$ cat src/hdl/two_level_preemptive_scheduler_macros.svh
// ----------------------------------------------------------------------------
// Scheduler assertion macros
// Shorthand for clocked assertions; clk and rst_n are taken from the module.
// ----------------------------------------------------------------------------
`ifndef TWO_LEVEL_PREEMPTIVE_SCHEDULER_MACROS_SVH
`define TWO_LEVEL_PREEMPTIVE_SCHEDULER_MACROS_SVH

// same-cycle implication
`define TPS_ASSERT_IMPL(lbl, ante, cons) \
  lbl: assert property (@(posedge clk) disable iff (!rst_n) (ante) |-> (cons)) \
    else $error("scheduler assertion failed");

// next-cycle implication
`define TPS_ASSERT_NEXT(lbl, ante, cons) \
  lbl: assert property (@(posedge clk) disable iff (!rst_n) (ante) |=> (cons)) \
    else $error("scheduler assertion failed");

`endif

$ cat src/hdl/tps_pkg.sv
// ----------------------------------------------------------------------------
// tps_pkg
// Shared types and constants of the two-level preemptive scheduler.
// ----------------------------------------------------------------------------
package tps_pkg;

  localparam int ID_FIELD_W = 16;  // width of id fields on the ports
  localparam int WIDE_W     = 32;  // staging width for id resizing

  typedef enum logic [1:0] {
    ACT_ARRIVE = 2'd0,
    ACT_SLICE  = 2'd1,
    ACT_TERM   = 2'd2,
    ACT_IO     = 2'd3
  } action_t;

  typedef enum logic [1:0] {
    ST_OK    = 2'd0,
    ST_FULL  = 2'd1,
    ST_NORUN = 2'd2
  } status_t;

  typedef struct packed {
    action_t                 action;
    logic [ID_FIELD_W-1:0]   task_id;
    logic                    is_realtime;
  } event_t;

  typedef struct packed {
    logic                    running_valid;
    logic [ID_FIELD_W-1:0]   running_id;
    logic                    running_realtime;
    logic                    released_valid;
    logic [ID_FIELD_W-1:0]   released_id;
    status_t                 status;
  } result_t;

  // queue operations for one cycle
  typedef struct packed {
    logic enq_tail;
    logic enq_head;
    logic pop;
  } q_ctl_t;

endpackage

$ cat src/hdl/tps_in_if.sv
// ----------------------------------------------------------------------------
// tps_in_if
// Event request channel: valid/ready plus the event fields.
// ----------------------------------------------------------------------------
interface tps_in_if;
  logic                           valid;
  logic                           ready;
  logic [1:0]                     action;
  logic [tps_pkg::ID_FIELD_W-1:0] task_id;
  logic                           is_realtime;

  modport source (output valid, output action, output task_id, output is_realtime,
                  input ready);
  modport sink   (input valid, input action, input task_id, input is_realtime,
                  output ready);
endinterface

$ cat src/hdl/tps_out_if.sv
// ----------------------------------------------------------------------------
// tps_out_if
// Result channel: valid/ready plus the scheduler state after each event.
// ----------------------------------------------------------------------------
interface tps_out_if;
  logic                           valid;
  logic                           ready;
  logic                           running_valid;
  logic [tps_pkg::ID_FIELD_W-1:0] running_id;
  logic                           running_realtime;
  logic                           released_valid;
  logic [tps_pkg::ID_FIELD_W-1:0] released_id;
  logic [1:0]                     status;

  modport source (output valid, output running_valid, output running_id,
                  output running_realtime, output released_valid,
                  output released_id, output status, input ready);
  modport sink   (input valid, input running_valid, input running_id,
                  input running_realtime, input released_valid,
                  input released_id, input status, output ready);
endinterface

$ cat src/hdl/tps_queue.sv
// ----------------------------------------------------------------------------
// tps_queue
// Circular task queue with push at either end, pop at the front, and a
// registered copy of the front entry.
// ----------------------------------------------------------------------------
module tps_queue #(
  parameter int DEPTH = 16,
  parameter int W     = 16
) (
  input  logic                       clk,
  input  logic                       rst_n,
  input  tps_pkg::q_ctl_t            ctl,
  input  logic [W-1:0]               wdata,
  output logic [$clog2(DEPTH+1)-1:0] count,
  output logic [W-1:0]               front
);
  import tps_pkg::*;

  `include "two_level_preemptive_scheduler_macros.svh"

  localparam int AW = $clog2(DEPTH);
  localparam int CW = $clog2(DEPTH + 1);

  logic [W-1:0]  mem [DEPTH];
  logic [AW-1:0] head_r, head_nxt;
  logic [CW-1:0] count_r, count_nxt;
  logic [W-1:0]  front_r;

  logic [AW:0]   head_inc;
  logic [AW-1:0] head_p1, head_m1, tail, waddr;
  logic [CW:0]   tail_sum, tail_wrap;
  logic          we;

  always_comb begin
    head_inc  = {1'b0, head_r} + 1'b1;
    head_p1   = (head_inc == (AW+1)'(DEPTH)) ? '0 : head_inc[AW-1:0];
    head_m1   = (head_r == '0) ? AW'(DEPTH - 1) : head_r - 1'b1;
    tail_sum  = (CW+1)'(head_r) + (CW+1)'(count_r);
    // head + count stays below twice the depth
    tail_wrap = (tail_sum >= (CW+1)'(DEPTH)) ? tail_sum - (CW+1)'(DEPTH) : tail_sum;
    tail      = tail_wrap[AW-1:0];
    we        = ctl.enq_tail | ctl.enq_head;
    waddr     = ctl.enq_head ? head_m1 : tail;

    if (ctl.pop) begin
      head_nxt = head_p1;
    end else if (ctl.enq_head) begin
      head_nxt = head_m1;
    end else begin
      head_nxt = head_r;
    end

    case ({we, ctl.pop})
      2'b10:   count_nxt = count_r + 1'b1;
      2'b01:   count_nxt = count_r - 1'b1;
      default: count_nxt = count_r;
    endcase
  end

  always_ff @(posedge clk) begin
    if (!rst_n) begin
      head_r  <= '0;
      count_r <= '0;
    end else begin
      head_r  <= head_nxt;
      count_r <= count_nxt;
    end
  end

  always_ff @(posedge clk) begin
    if (we) begin
      mem[waddr] <= wdata;
    end
  end

  // front entry for the next cycle, with write bypass
  always_ff @(posedge clk) begin
    if (we && (waddr == head_nxt)) begin
      front_r <= wdata;
    end else begin
      front_r <= mem[head_nxt];
    end
  end

  assign count = count_r;
  assign front = front_r;

  `TPS_ASSERT_IMPL(a_count_bound, 1'b1, count_r <= CW'(DEPTH))
  `TPS_ASSERT_IMPL(a_no_push_full, we, count_r != CW'(DEPTH))
  `TPS_ASSERT_IMPL(a_pop_nonempty, ctl.pop, (count_r != '0) || ctl.enq_tail)
  `TPS_ASSERT_IMPL(a_front_pop_excl, ctl.enq_head, !ctl.pop)

endmodule

$ cat src/hdl/tps_ctrl.sv
// ----------------------------------------------------------------------------
// tps_ctrl
// Event handling and dispatch for one request, plus the running slot.
// ----------------------------------------------------------------------------
module tps_ctrl #(
  parameter int QUEUE_DEPTH = 16,
  parameter int ID_BITS     = 16
) (
  input  logic                             clk,
  input  logic                             rst_n,
  input  logic                             en,
  input  tps_pkg::event_t                  ev,
  input  logic [$clog2(QUEUE_DEPTH+1)-1:0] rt_count,
  input  logic [ID_BITS-1:0]               rt_front,
  input  logic [$clog2(QUEUE_DEPTH+1)-1:0] cm_count,
  input  logic [ID_BITS-1:0]               cm_front,
  output tps_pkg::q_ctl_t                  rt_ctl,
  output logic [ID_BITS-1:0]               rt_wdata,
  output tps_pkg::q_ctl_t                  cm_ctl,
  output logic [ID_BITS-1:0]               cm_wdata,
  output tps_pkg::result_t                 res
);
  import tps_pkg::*;

  `include "two_level_preemptive_scheduler_macros.svh"

  localparam int CW = $clog2(QUEUE_DEPTH + 1);
  localparam logic [CW-1:0] FULL_CNT = CW'(QUEUE_DEPTH);

  logic               run_v_r, run_v_nxt;
  logic [ID_BITS-1:0] run_id_r, run_id_nxt;
  logic               run_rt_r, run_rt_nxt;

  logic [WIDE_W-1:0]  in_ext, run_ext, rel_ext;
  logic [ID_BITS-1:0] in_id, rel_id, rt_top, cm_top;
  logic               rel_v;
  logic               rt_pb, cm_pb, cm_pf, rt_pop, cm_pop;
  logic [ID_BITS-1:0] ev_cm_wd;
  logic [CW-1:0]      rt_cnt1, cm_cnt1;
  logic               run_v1, run_rt1;
  logic [ID_BITS-1:0] run_id1;
  status_t            status;

  always_comb begin
    in_ext   = WIDE_W'(ev.task_id);
    in_id    = in_ext[ID_BITS-1:0];
    status   = ST_OK;
    rel_v    = 1'b0;
    rel_id   = '0;
    rt_pb    = 1'b0;
    cm_pb    = 1'b0;
    cm_pf    = 1'b0;
    rt_pop   = 1'b0;
    cm_pop   = 1'b0;
    rt_wdata = in_id;
    ev_cm_wd = in_id;
    run_v1   = run_v_r;
    run_id1  = run_id_r;
    run_rt1  = run_rt_r;

    // event
    case (ev.action)
      ACT_ARRIVE: begin
        if (ev.is_realtime) begin
          if (rt_count != FULL_CNT) rt_pb = 1'b1;
          else status = ST_FULL;
        end else begin
          if (cm_count != FULL_CNT) cm_pb = 1'b1;
          else status = ST_FULL;
        end
      end
      ACT_SLICE: begin
        if (!run_v_r) begin
          status = ST_NORUN;
        end else if (run_rt_r) begin
          rt_wdata = run_id_r;
          if (rt_count != FULL_CNT) begin
            rt_pb  = 1'b1;
            run_v1 = 1'b0;
          end else begin
            status = ST_FULL;
          end
        end else begin
          ev_cm_wd = run_id_r;
          if (cm_count != FULL_CNT) begin
            cm_pb  = 1'b1;
            run_v1 = 1'b0;
          end else begin
            status = ST_FULL;
          end
        end
      end
      default: begin
        if (!run_v_r) begin
          status = ST_NORUN;
        end else begin
          rel_v  = 1'b1;
          rel_id = run_id_r;
          run_v1 = 1'b0;
        end
      end
    endcase

    // queue view after the event; a push into an empty queue is its front
    rt_cnt1 = rt_count + CW'(rt_pb);
    cm_cnt1 = cm_count + CW'(cm_pb);
    rt_top  = (rt_count == '0) ? rt_wdata : rt_front;
    cm_top  = (cm_count == '0) ? ev_cm_wd : cm_front;

    run_v_nxt  = run_v1;
    run_id_nxt = run_id1;
    run_rt_nxt = run_rt1;

    // dispatch
    if (!run_v1 && (rt_cnt1 != '0)) begin
      rt_pop     = 1'b1;
      run_v_nxt  = 1'b1;
      run_id_nxt = rt_top;
      run_rt_nxt = 1'b1;
    end else if (run_v1 && (rt_cnt1 != '0)) begin
      if (!run_rt1) begin
        if (cm_cnt1 == FULL_CNT) begin
          status = ST_FULL;
        end else begin
          // preempted common task goes back to the front
          cm_pf      = 1'b1;
          rt_pop     = 1'b1;
          run_id_nxt = rt_top;
          run_rt_nxt = 1'b1;
        end
      end
    end else if (!run_v1 && (cm_cnt1 != '0)) begin
      cm_pop     = 1'b1;
      run_v_nxt  = 1'b1;
      run_id_nxt = cm_top;
      run_rt_nxt = 1'b0;
    end

    cm_wdata = cm_pf ? run_id1 : ev_cm_wd;

    rt_ctl.enq_tail = en & rt_pb;
    rt_ctl.enq_head = 1'b0;
    rt_ctl.pop      = en & rt_pop;
    cm_ctl.enq_tail = en & cm_pb;
    cm_ctl.enq_head = en & cm_pf;
    cm_ctl.pop      = en & cm_pop;

    run_ext              = WIDE_W'(run_id_nxt);
    rel_ext              = WIDE_W'(rel_id);
    res.running_valid    = run_v_nxt;
    res.running_id       = run_v_nxt ? run_ext[ID_FIELD_W-1:0] : '0;
    res.running_realtime = run_v_nxt & run_rt_nxt;
    res.released_valid   = rel_v;
    res.released_id      = rel_ext[ID_FIELD_W-1:0];
    res.status           = status;
  end

  always_ff @(posedge clk) begin
    if (!rst_n) begin
      run_v_r  <= 1'b0;
      run_rt_r <= 1'b0;
      run_id_r <= '0;
    end else if (en) begin
      run_v_r  <= run_v_nxt;
      run_rt_r <= run_rt_nxt;
      run_id_r <= run_id_nxt;
    end
  end

  `TPS_ASSERT_NEXT(a_rt_not_preempted,
                   en && run_v_r && run_rt_r && (ev.action == ACT_ARRIVE),
                   run_v_r && run_rt_r)
  `TPS_ASSERT_IMPL(a_release_needs_run, en && res.released_valid, run_v_r)
  `TPS_ASSERT_IMPL(a_cm_single_write, 1'b1, !(cm_ctl.enq_tail && cm_ctl.enq_head))

endmodule

$ cat src/hdl/two_level_preemptive_scheduler.sv
// ----------------------------------------------------------------------------
// two_level_preemptive_scheduler
// Real-time FIFO, common deque and running slot for one processor.
// ----------------------------------------------------------------------------
// Takes one event request per cycle and returns one result per event: the
// event is held in an input register, the whole event-plus-dispatch decision
// is made in combinational logic, and the result lands in an output register.
// Throughput is one event per clock, set by that single decision stage and
// the one-write-per-cycle queue memories; it drops only while the result
// channel stalls. Queue entries are not cleared at reset and need no clearing
// pass; the block is ready right after reset.
module two_level_preemptive_scheduler #(
  parameter int QUEUE_DEPTH = 16,
  parameter int ID_BITS     = 16
) (
  input  logic       clk,
  input  logic       rst_n,
  tps_in_if.sink     in_req,
  tps_out_if.source  out_res
);
  import tps_pkg::*;

  localparam int CW = $clog2(QUEUE_DEPTH + 1);

  logic     ev_v_r;
  event_t   ev_r;
  logic     res_v_r;
  result_t  res_r;
  logic     en;

  q_ctl_t             rt_ctl, cm_ctl;
  logic [ID_BITS-1:0] rt_wdata, cm_wdata, rt_front, cm_front;
  logic [CW-1:0]      rt_count, cm_count;
  result_t            res_nxt;

  assign en           = ev_v_r & (~res_v_r | out_res.ready);
  assign in_req.ready = ~ev_v_r | en;

  always_ff @(posedge clk) begin
    if (!rst_n) begin
      ev_v_r  <= 1'b0;
      res_v_r <= 1'b0;
    end else begin
      if (in_req.ready) begin
        ev_v_r <= in_req.valid;
      end
      if (en) begin
        res_v_r <= 1'b1;
      end else if (out_res.ready) begin
        res_v_r <= 1'b0;
      end
    end
  end

  always_ff @(posedge clk) begin
    if (in_req.ready && in_req.valid) begin
      ev_r.action      <= action_t'(in_req.action);
      ev_r.task_id     <= in_req.task_id;
      ev_r.is_realtime <= in_req.is_realtime;
    end
    if (en) begin
      res_r <= res_nxt;
    end
  end

  tps_ctrl #(.QUEUE_DEPTH(QUEUE_DEPTH), .ID_BITS(ID_BITS)) u_ctrl (
    .clk      (clk),
    .rst_n    (rst_n),
    .en       (en),
    .ev       (ev_r),
    .rt_count (rt_count),
    .rt_front (rt_front),
    .cm_count (cm_count),
    .cm_front (cm_front),
    .rt_ctl   (rt_ctl),
    .rt_wdata (rt_wdata),
    .cm_ctl   (cm_ctl),
    .cm_wdata (cm_wdata),
    .res      (res_nxt)
  );

  tps_queue #(.DEPTH(QUEUE_DEPTH), .W(ID_BITS)) u_rt_q (
    .clk   (clk),
    .rst_n (rst_n),
    .ctl   (rt_ctl),
    .wdata (rt_wdata),
    .count (rt_count),
    .front (rt_front)
  );

  tps_queue #(.DEPTH(QUEUE_DEPTH), .W(ID_BITS)) u_cm_q (
    .clk   (clk),
    .rst_n (rst_n),
    .ctl   (cm_ctl),
    .wdata (cm_wdata),
    .count (cm_count),
    .front (cm_front)
  );

  assign out_res.valid            = res_v_r;
  assign out_res.running_valid    = res_r.running_valid;
  assign out_res.running_id       = res_r.running_id;
  assign out_res.running_realtime = res_r.running_realtime;
  assign out_res.released_valid   = res_r.released_valid;
  assign out_res.released_id      = res_r.released_id;
  assign out_res.status           = res_r.status;

endmodule
$ cat src/flat_wrapper.sv
// flat-port wrapper written by rule: the top's interface ports become plain ports
module two_level_preemptive_scheduler_flat import tps_pkg::*;
#(
  parameter int QUEUE_DEPTH = 16,
  parameter int ID_BITS     = 16
)
  (clk, rst_n, in_req_valid, in_req_action, in_req_task_id, in_req_is_realtime, in_req_ready, out_res_valid, out_res_running_valid, out_res_running_id, out_res_running_realtime, out_res_released_valid, out_res_released_id, out_res_status, out_res_ready);
  tps_in_if in_req_i ();
  tps_out_if out_res_i ();
  input  logic clk;
  input  logic rst_n;
  input wire logic [$bits(in_req_i.valid)-1:0] in_req_valid;
  input wire logic [$bits(in_req_i.action)-1:0] in_req_action;
  input wire logic [$bits(in_req_i.task_id)-1:0] in_req_task_id;
  input wire logic [$bits(in_req_i.is_realtime)-1:0] in_req_is_realtime;
  output wire logic [$bits(in_req_i.ready)-1:0] in_req_ready;
  output wire logic [$bits(out_res_i.valid)-1:0] out_res_valid;
  output wire logic [$bits(out_res_i.running_valid)-1:0] out_res_running_valid;
  output wire logic [$bits(out_res_i.running_id)-1:0] out_res_running_id;
  output wire logic [$bits(out_res_i.running_realtime)-1:0] out_res_running_realtime;
  output wire logic [$bits(out_res_i.released_valid)-1:0] out_res_released_valid;
  output wire logic [$bits(out_res_i.released_id)-1:0] out_res_released_id;
  output wire logic [$bits(out_res_i.status)-1:0] out_res_status;
  input wire logic [$bits(out_res_i.ready)-1:0] out_res_ready;
  assign in_req_i.valid = in_req_valid;
  assign in_req_i.action = in_req_action;
  assign in_req_i.task_id = in_req_task_id;
  assign in_req_i.is_realtime = in_req_is_realtime;
  assign in_req_ready = in_req_i.ready;
  assign out_res_valid = out_res_i.valid;
  assign out_res_running_valid = out_res_i.running_valid;
  assign out_res_running_id = out_res_i.running_id;
  assign out_res_running_realtime = out_res_i.running_realtime;
  assign out_res_released_valid = out_res_i.released_valid;
  assign out_res_released_id = out_res_i.released_id;
  assign out_res_status = out_res_i.status;
  assign out_res_i.ready = out_res_ready;
  two_level_preemptive_scheduler #(.QUEUE_DEPTH(QUEUE_DEPTH), .ID_BITS(ID_BITS)) u_core (.clk(clk), .rst_n(rst_n), .in_req(in_req_i), .out_res(out_res_i));
endmodule
$ cat config.mk
export PLATFORM = sky130hd
export DESIGN_NAME = two_level_preemptive_scheduler_flat
export DESIGN_NICKNAME = d
export VERILOG_FILES = /design/src/hdl/tps_pkg.sv /design/src/hdl/tps_in_if.sv /design/src/hdl/tps_out_if.sv /design/src/hdl/tps_queue.sv /design/src/hdl/tps_ctrl.sv /design/src/hdl/two_level_preemptive_scheduler.sv /design/src/flat_wrapper.sv
export VERILOG_INCLUDE_DIRS = /design/src /design/src/hdl
export SDC_FILE = /design/constraint.sdc
export NUM_CORES = 1
export LEC_CHECK = 0
export BUFFER_PORTS_ARGS = -buffer_cell sky130_fd_sc_hd__buf_2
export CAP_MARGIN = 20
export CORE_MARGIN = 5
export CORE_UTILIZATION = 34
export DETAILED_ROUTE_END_ITERATION = 10
export MAX_ROUTING_LAYER = met4
export PLACE_DENSITY = 0.47
export RECOVER_POWER = 50
export SLEW_MARGIN = 10
export SYNTH_ARGS = -nofsm -noshare
export SYNTH_HDL_FRONTEND = slang
export SYNTH_SLANG_ARGS = --single-unit
export TNS_END_PERCENT = 5
$ cat constraint.sdc
create_clock -name clk -period 11.7 [get_ports clk]
set_clock_uncertainty 0.2 [all_clocks]
set_input_delay 1.755 -clock clk [delete_from_list [all_inputs] [get_ports clk]]
set_output_delay 1.755 -clock clk [all_outputs]
set_load 0.01 [all_outputs]
Yosys cells after proc, flatten, opt, wreduce, memory -nomap -nowiden. Memories as Yosys holds them, arrays and structs flattened. A register that Yosys moved wholly into a read port is not among the register bits. Index checks and enable logic that the tools add are counted.

Add/sub/neg operators: 13. Magnitude comparators: 2. Equal/unequal tests: 10. Muxes and demuxes: 73. Bitwise gates (word level): 13. Reductions and logical operators: 16.

Operator list (count): $mux W16 (14); $mux W1 (37); $mux W4 (9); $pmux W5 S2 (2); $eq A5 B5 Y1 const B (3); $mux W2 (7); $add A4 B5 Y6 (2); $ge A6 B5 Y1 const B (2); $sub A4 B1 Y4 const B (3); $add A4 B1 Y5 const B (2); $add A5 B1 Y5 (2); $add A5 B1 Y5 const B (2); $logic_not A5 Y1 (2); $ne A5 B5 Y1 const B (2); $reduce_bool A5 Y1 (2); $sub A5 B1 Y5 const B (2); $and A1 B1 Y1 (7); $eq A2 B1 Y1 const B (3); $pmux W1 S2 (3); $reduce_bool A2 Y1 (3); $eq A2 B2 Y1 const B (2); $logic_and A1 B1 Y1 (4); $logic_not A4 Y1 (1); $pmux W2 S2 (1); 6 further kinds (10).

Bits in registers: 94. RAM bits: 512. Memories: 2.

Memory list: u_core.u_cm_q.mem (depth 16, width 16, rd ports 1, clocked after Yosys merged registers in 1, write ports 1, line tps_queue.sv:24) `logic [W-1:0] mem [DEPTH];`; u_core.u_rt_q.mem (depth 16, width 16, rd ports 1, clocked after Yosys merged registers in 1, write ports 1, line tps_queue.sv:24).

Depth between registers and ports, before layout.
Depth in word-level cells: 15. Mapped depth: 19. Depth with buffers taken out: 18.

Modules after synthesis. A second synthesis with hierarchy kept.

Cell total of the unflattened synthesis: 1499. Area total of the unflattened synthesis: 26112.5 µm².

Modules (own cells, without submodules): tps_queue (instances 2, cells an instance 529, area an instance 10639.0 µm², sequential area each 7947.6 µm²); tps_ctrl (instances 1, cells an instance 376, area an instance 3049.2 µm², sequential area each 360.3 µm²); two_level_preemptive_scheduler (instances 1, cells an instance 65, area an instance 1785.5 µm², sequential area each 1721.7 µm²).

Worst setup path before layout. OpenSTA, ideal clock, no wires.

Path kind: input -> register. From: in out_res_ready. To: mem u_core.u_cm_q.mem[5][0] (enable). Data arrival time: 5178 ps. Setup slack: 5909 ps. Cell stages on the path: 6. Cell sequence: nor2b_1 nand2b_1 inv_2 buf_1 a31oi_1 nor3b_1.

Longest elaborated chain between the ends: 6. Elaborated cells on any way between the ends: 8.

RTL lines: start: declaration (line flat_wrapper.sv:24) `input wire logic [$bits(out_res_i.ready)-1:0] out_res_ready;`; $or A1 B1 Y1 (*) (line two_level_preemptive_scheduler.sv:36) `assign en = ev_v_r & (~res_v_r | out_res.ready);`; $and A1 B1 Y1 (*) (line two_level_preemptive_scheduler.sv:36); named net u_core.en (line two_level_preemptive_scheduler.sv:29) `logic en;`; $and A1 B1 Y1, on equally long branches (line tps_ctrl.sv:144, tps_ctrl.sv:145); $or A1 B1 Y1 (line tps_queue.sv:42) `we = ctl.enq_tail | ctl.enq_head;`; $mux W1 (line tps_queue.sv:71) `if (we) begin`; $mux W1 (implied by the code) (line tps_queue.sv:72) `mem[waddr] <= wdata;`; end: declaration (line tps_queue.sv:24).

The timed path passes the listed nets; every way through them passes the cells marked *.

Worst setup path in the final report.
From: in out_res_ready. To: mem u_core.u_rt_q.mem[6][8] (enable).

Longest elaborated chain between the ends: 5.

RTL lines: $or A1 B1 Y1 (line two_level_preemptive_scheduler.sv:36); $and A1 B1 Y1 (line two_level_preemptive_scheduler.sv:36); $and A1 B1 Y1 (line tps_ctrl.sv:141) `rt_ctl.enq_tail = en & rt_pb;`; $mux W1 (line tps_queue.sv:71); $mux W1 (implied by the code) (line tps_queue.sv:72); end: declaration (line tps_queue.sv:24).

No other way between the ends.

==> qor.txt <==
outcome: finished, violations left
failing checks: max-capacitance violations, max-slew violations
WL per Instance: 25.0 µm
routed wire length: 65300 µm
number of global-route vias before repair: 14032
clk slew on worst S/H paths: 50 ps
antenna violations before repair: 3
R2R setup slack: 5330 ps
pin count of the biggest net entering global routing: 58
Synth-to-Final Area Change: 14.2%
CP top delay family: buffers and inverters
WP data required: 11690 ps
via count: 13674
main combinational cell family by area after synthesis: multiplexers
period utilisation layout: 58.8%
CTS tree: done
total chip power: 4.98 mW
fraction of registers with async set/reset: 0%
crit-path max FO: 53
gpl congestion: 0.809
sequential share of power: 49.4%
cells on worst reg2reg path: 17
Layout Nets: 1632
Syn Nets: 1543
warning count from the yosys run: 0
DRC errors left: 0
Die Y: 285 µm
Sw Pwr: 1.11 mW
clock sink count: 614
setup TNS: 0 ps
Worst Hold Path Cells: 1
fmax: 145 MHz
Mapped Avg Cell Area: 17.2 µm²
antenna viol nets, final: 0
Final Instance Area: 29400 µm²
Core Area: 74700 µm²
max-slew violations: 125
Sw Share: 22.4%
logic gate share of total power: 6.6%
vias per cell: 5.24
filler instances: 6808
power per standard cell area: 169 nW/µm²
Die ar.: 81300 µm²
Cell Int Power: 3.86 mW
post-CTS setup buffers: 0
mux share of post-synthesis cell area: 14.3%
TritonCTS Buffers: 69
post-synthesis simple-gate area fraction: 4.54%
DRT iter0 DRCs: 1019
Boundary Pins: 62
Mapped Area: 25700 µm²
Gates resized, CTS repair: 0
Die X: 285 µm
Syn Inst Count: 1496
first-pass GRT wire length: 96300 µm
post-synth cell types: 88
# Max-Cap Violations: 5
Synth area leader: edfxtp_1
Synth Flop Type: edfxtp_1
count leader, synth: edfxtp_1
post-synthesis adder-cell area fraction: 1.25%
cell chain of the critical path: buf_2 > nor2b_1 > nand2b_1 > clkinv_1 > clkbuf_1 > nand3_1 > or3_1 > nor2_1 > clkbuf_1
Worst EP arrival: 6880 ps
Critical R2R Launch: u_core.u_ctrl.run_v_r
slowest CP cell: clkbuf_1
Synth Area in Compound Gates: 7.45%
area share of the largest cell type after synthesis: 66.3%
final core occ: 39.3%
area share of xor/xnor cells in the synthesized design: 0.788%
Root Driver: clkbuf_16
gr ovfl total: 0
VDD IR max: 0.0966 mV
Leak: 9.28 nW
max incr delay on CP: 2020 ps
clock share of power: 44.0%
Post-synth EDFFs: 568
top post-synthesis cells by area: edfxtp_1, mux4_2, mux2i_1
critical path's most frequent cell: clkbuf_1
Max Buffers Root-to-Sink: 3
worst-margin pin slew: 2880 ps
fraction of layout cells with a size suffix above 1: 17.1%
hold wc startpoint: u_core.u_rt_q.head_r[2]
Post-CTS Hold Fix Bufs: 0
DP Area: 27200 µm²
CP endpoint kind: register
crit start category: primary input
most instantiated cells after synthesis: edfxtp_1, mux2i_1, mux4_2, nor2_1
Clock Latency Late Sink: 600 ps
Slew HR: -91.8%
register area share after synthesis: 69.8%
Site Rows: 100
worst hold-check path type: reg -> reg
Hold Slack: 319 ps
crit path kind: in -> reg
Final Setup Violations: 0
First-pass DRT Iterations: 5
CP bufs+invs: 4
RSZ-0062 raised after global routing: no
GR Util All Layers: 16.3%
fin crit period: 6880 ps
Initial Util: 34.5%
Detail Placement HPWL: 42600 µm
Hold Fails Final Rpt: 0
H-Tree Depth: 3
flop and latch count out of synthesis: 614
I/O Buffers: 61
RR Endpoint: u_core.u_cm_q.count[4]
layout by cell type (no fill, tap or decap), types with 21 or more instances in the layout:
cell type / n
clkbuf_16: 74
mux4_2: 72
a22oi_1: 59
a21oi_1: 59
clkbuf_1: 72
mux2i_1: 161
nor2_1: 61
ha_1: 21
dfxtp_1: 42
edfxtp_1: 568
buf_4: 29
nand2_1: 34
metrics by stage:
| stage | worst slack [ps] | instances |
|---|---|---|
| final | 4820 | 2610 |
| after global routing | 4260 | 2609 |
| after CTS | 5950 | 2608 |
| after detailed placement | 5970 | 2482 |
| after global placement | 6080 | 2480 |
| after floorplan | 5910 | 1496 |
per-layer routing:
metal	GRT usage, %	wire, µm	vias to the layer above
met5	-	0	-
met4	3.86	1210	0
met3	3.09	3170	79
met2	24.9	30600	331
met1	22.7	30200	7031
li1	-	-	6233
cell type report:
class | instances | area [µm²] | share of cell area (%)
repair buffers | 101 | 504 | 1.72
diodes | 1 | 2.50 | 0.00852
clock inverters | 37 | 384 | 1.31
flip-flops and latches | 614 | 18000 | 61.2
multi-input cells | 786 | 7330 | 24.9
well taps | 969 | 1210 | 4.13
inverters | 13 | 48.8 | 0.166
clock buffers | 89 | 1920 | 6.53
state kept, by name, summed over array words and instances, names as in the netlist, 2 cells and up, named ones only:
register                    flops
u_core.u_ctrl.run_id1          16
u_core.u_cm_q.head_r            4
u_core.out_res.status           2
u_core.u_rt_q.mem             256
u_core.u_cm_q.count             5
u_core.out_res.running_id      16
u_core.u_cm_q.mem             256
u_core.ev_r                    19
u_core.u_rt_q.count             5
u_core.out_res.released_id     16
u_core.u_rt_q.head_r            4
power by group through the flow:
stage | registers [mW] | clock network [mW] | logic (mW)
finish | 2.46 | 2.19 | 0.330
global route | 2.46 | 2.34 | 0.358
CTS | 2.46 | 2.24 | 0.339
detailed placement | 2.50 | 0 | 0.338
global placement | 2.50 | 0 | 0.334
floorplan | 2.49 | 0 | 0.222
worst max-delay path by stage:
stage                           from  depth (start not counted)  slack [ps]                 endpoint
3_5_place_dp   u_core.u_ctrl.run_v_r                         17        5970   u_core.u_cm_q.count[4]
3_3_place_gp   u_core.u_ctrl.run_v_r                         17        6080   u_core.u_cm_q.count[4]
5_1_grt                out_res_ready                          9        4260  u_core.u_rt_q.mem[6][8]
4_1_cts        u_core.u_ctrl.run_v_r                         17        5950   u_core.u_cm_q.count[4]
2_1_floorplan          out_res_ready                          6        5910  u_core.u_cm_q.mem[5][0]
6_report               out_res_ready                          9        4820  u_core.u_rt_q.mem[6][8]
cell families (layout without fill, tap and decap cells):
logic type,after synthesis,in the layout
simple gates,211,211
flops,614,614
mux,272,272
compound gates,258,258
xor+xnor,21,21
other cells,0,1
fa+ha+maj,24,24
buf+inv,96,240
Power figures use the tool's default switching activity.
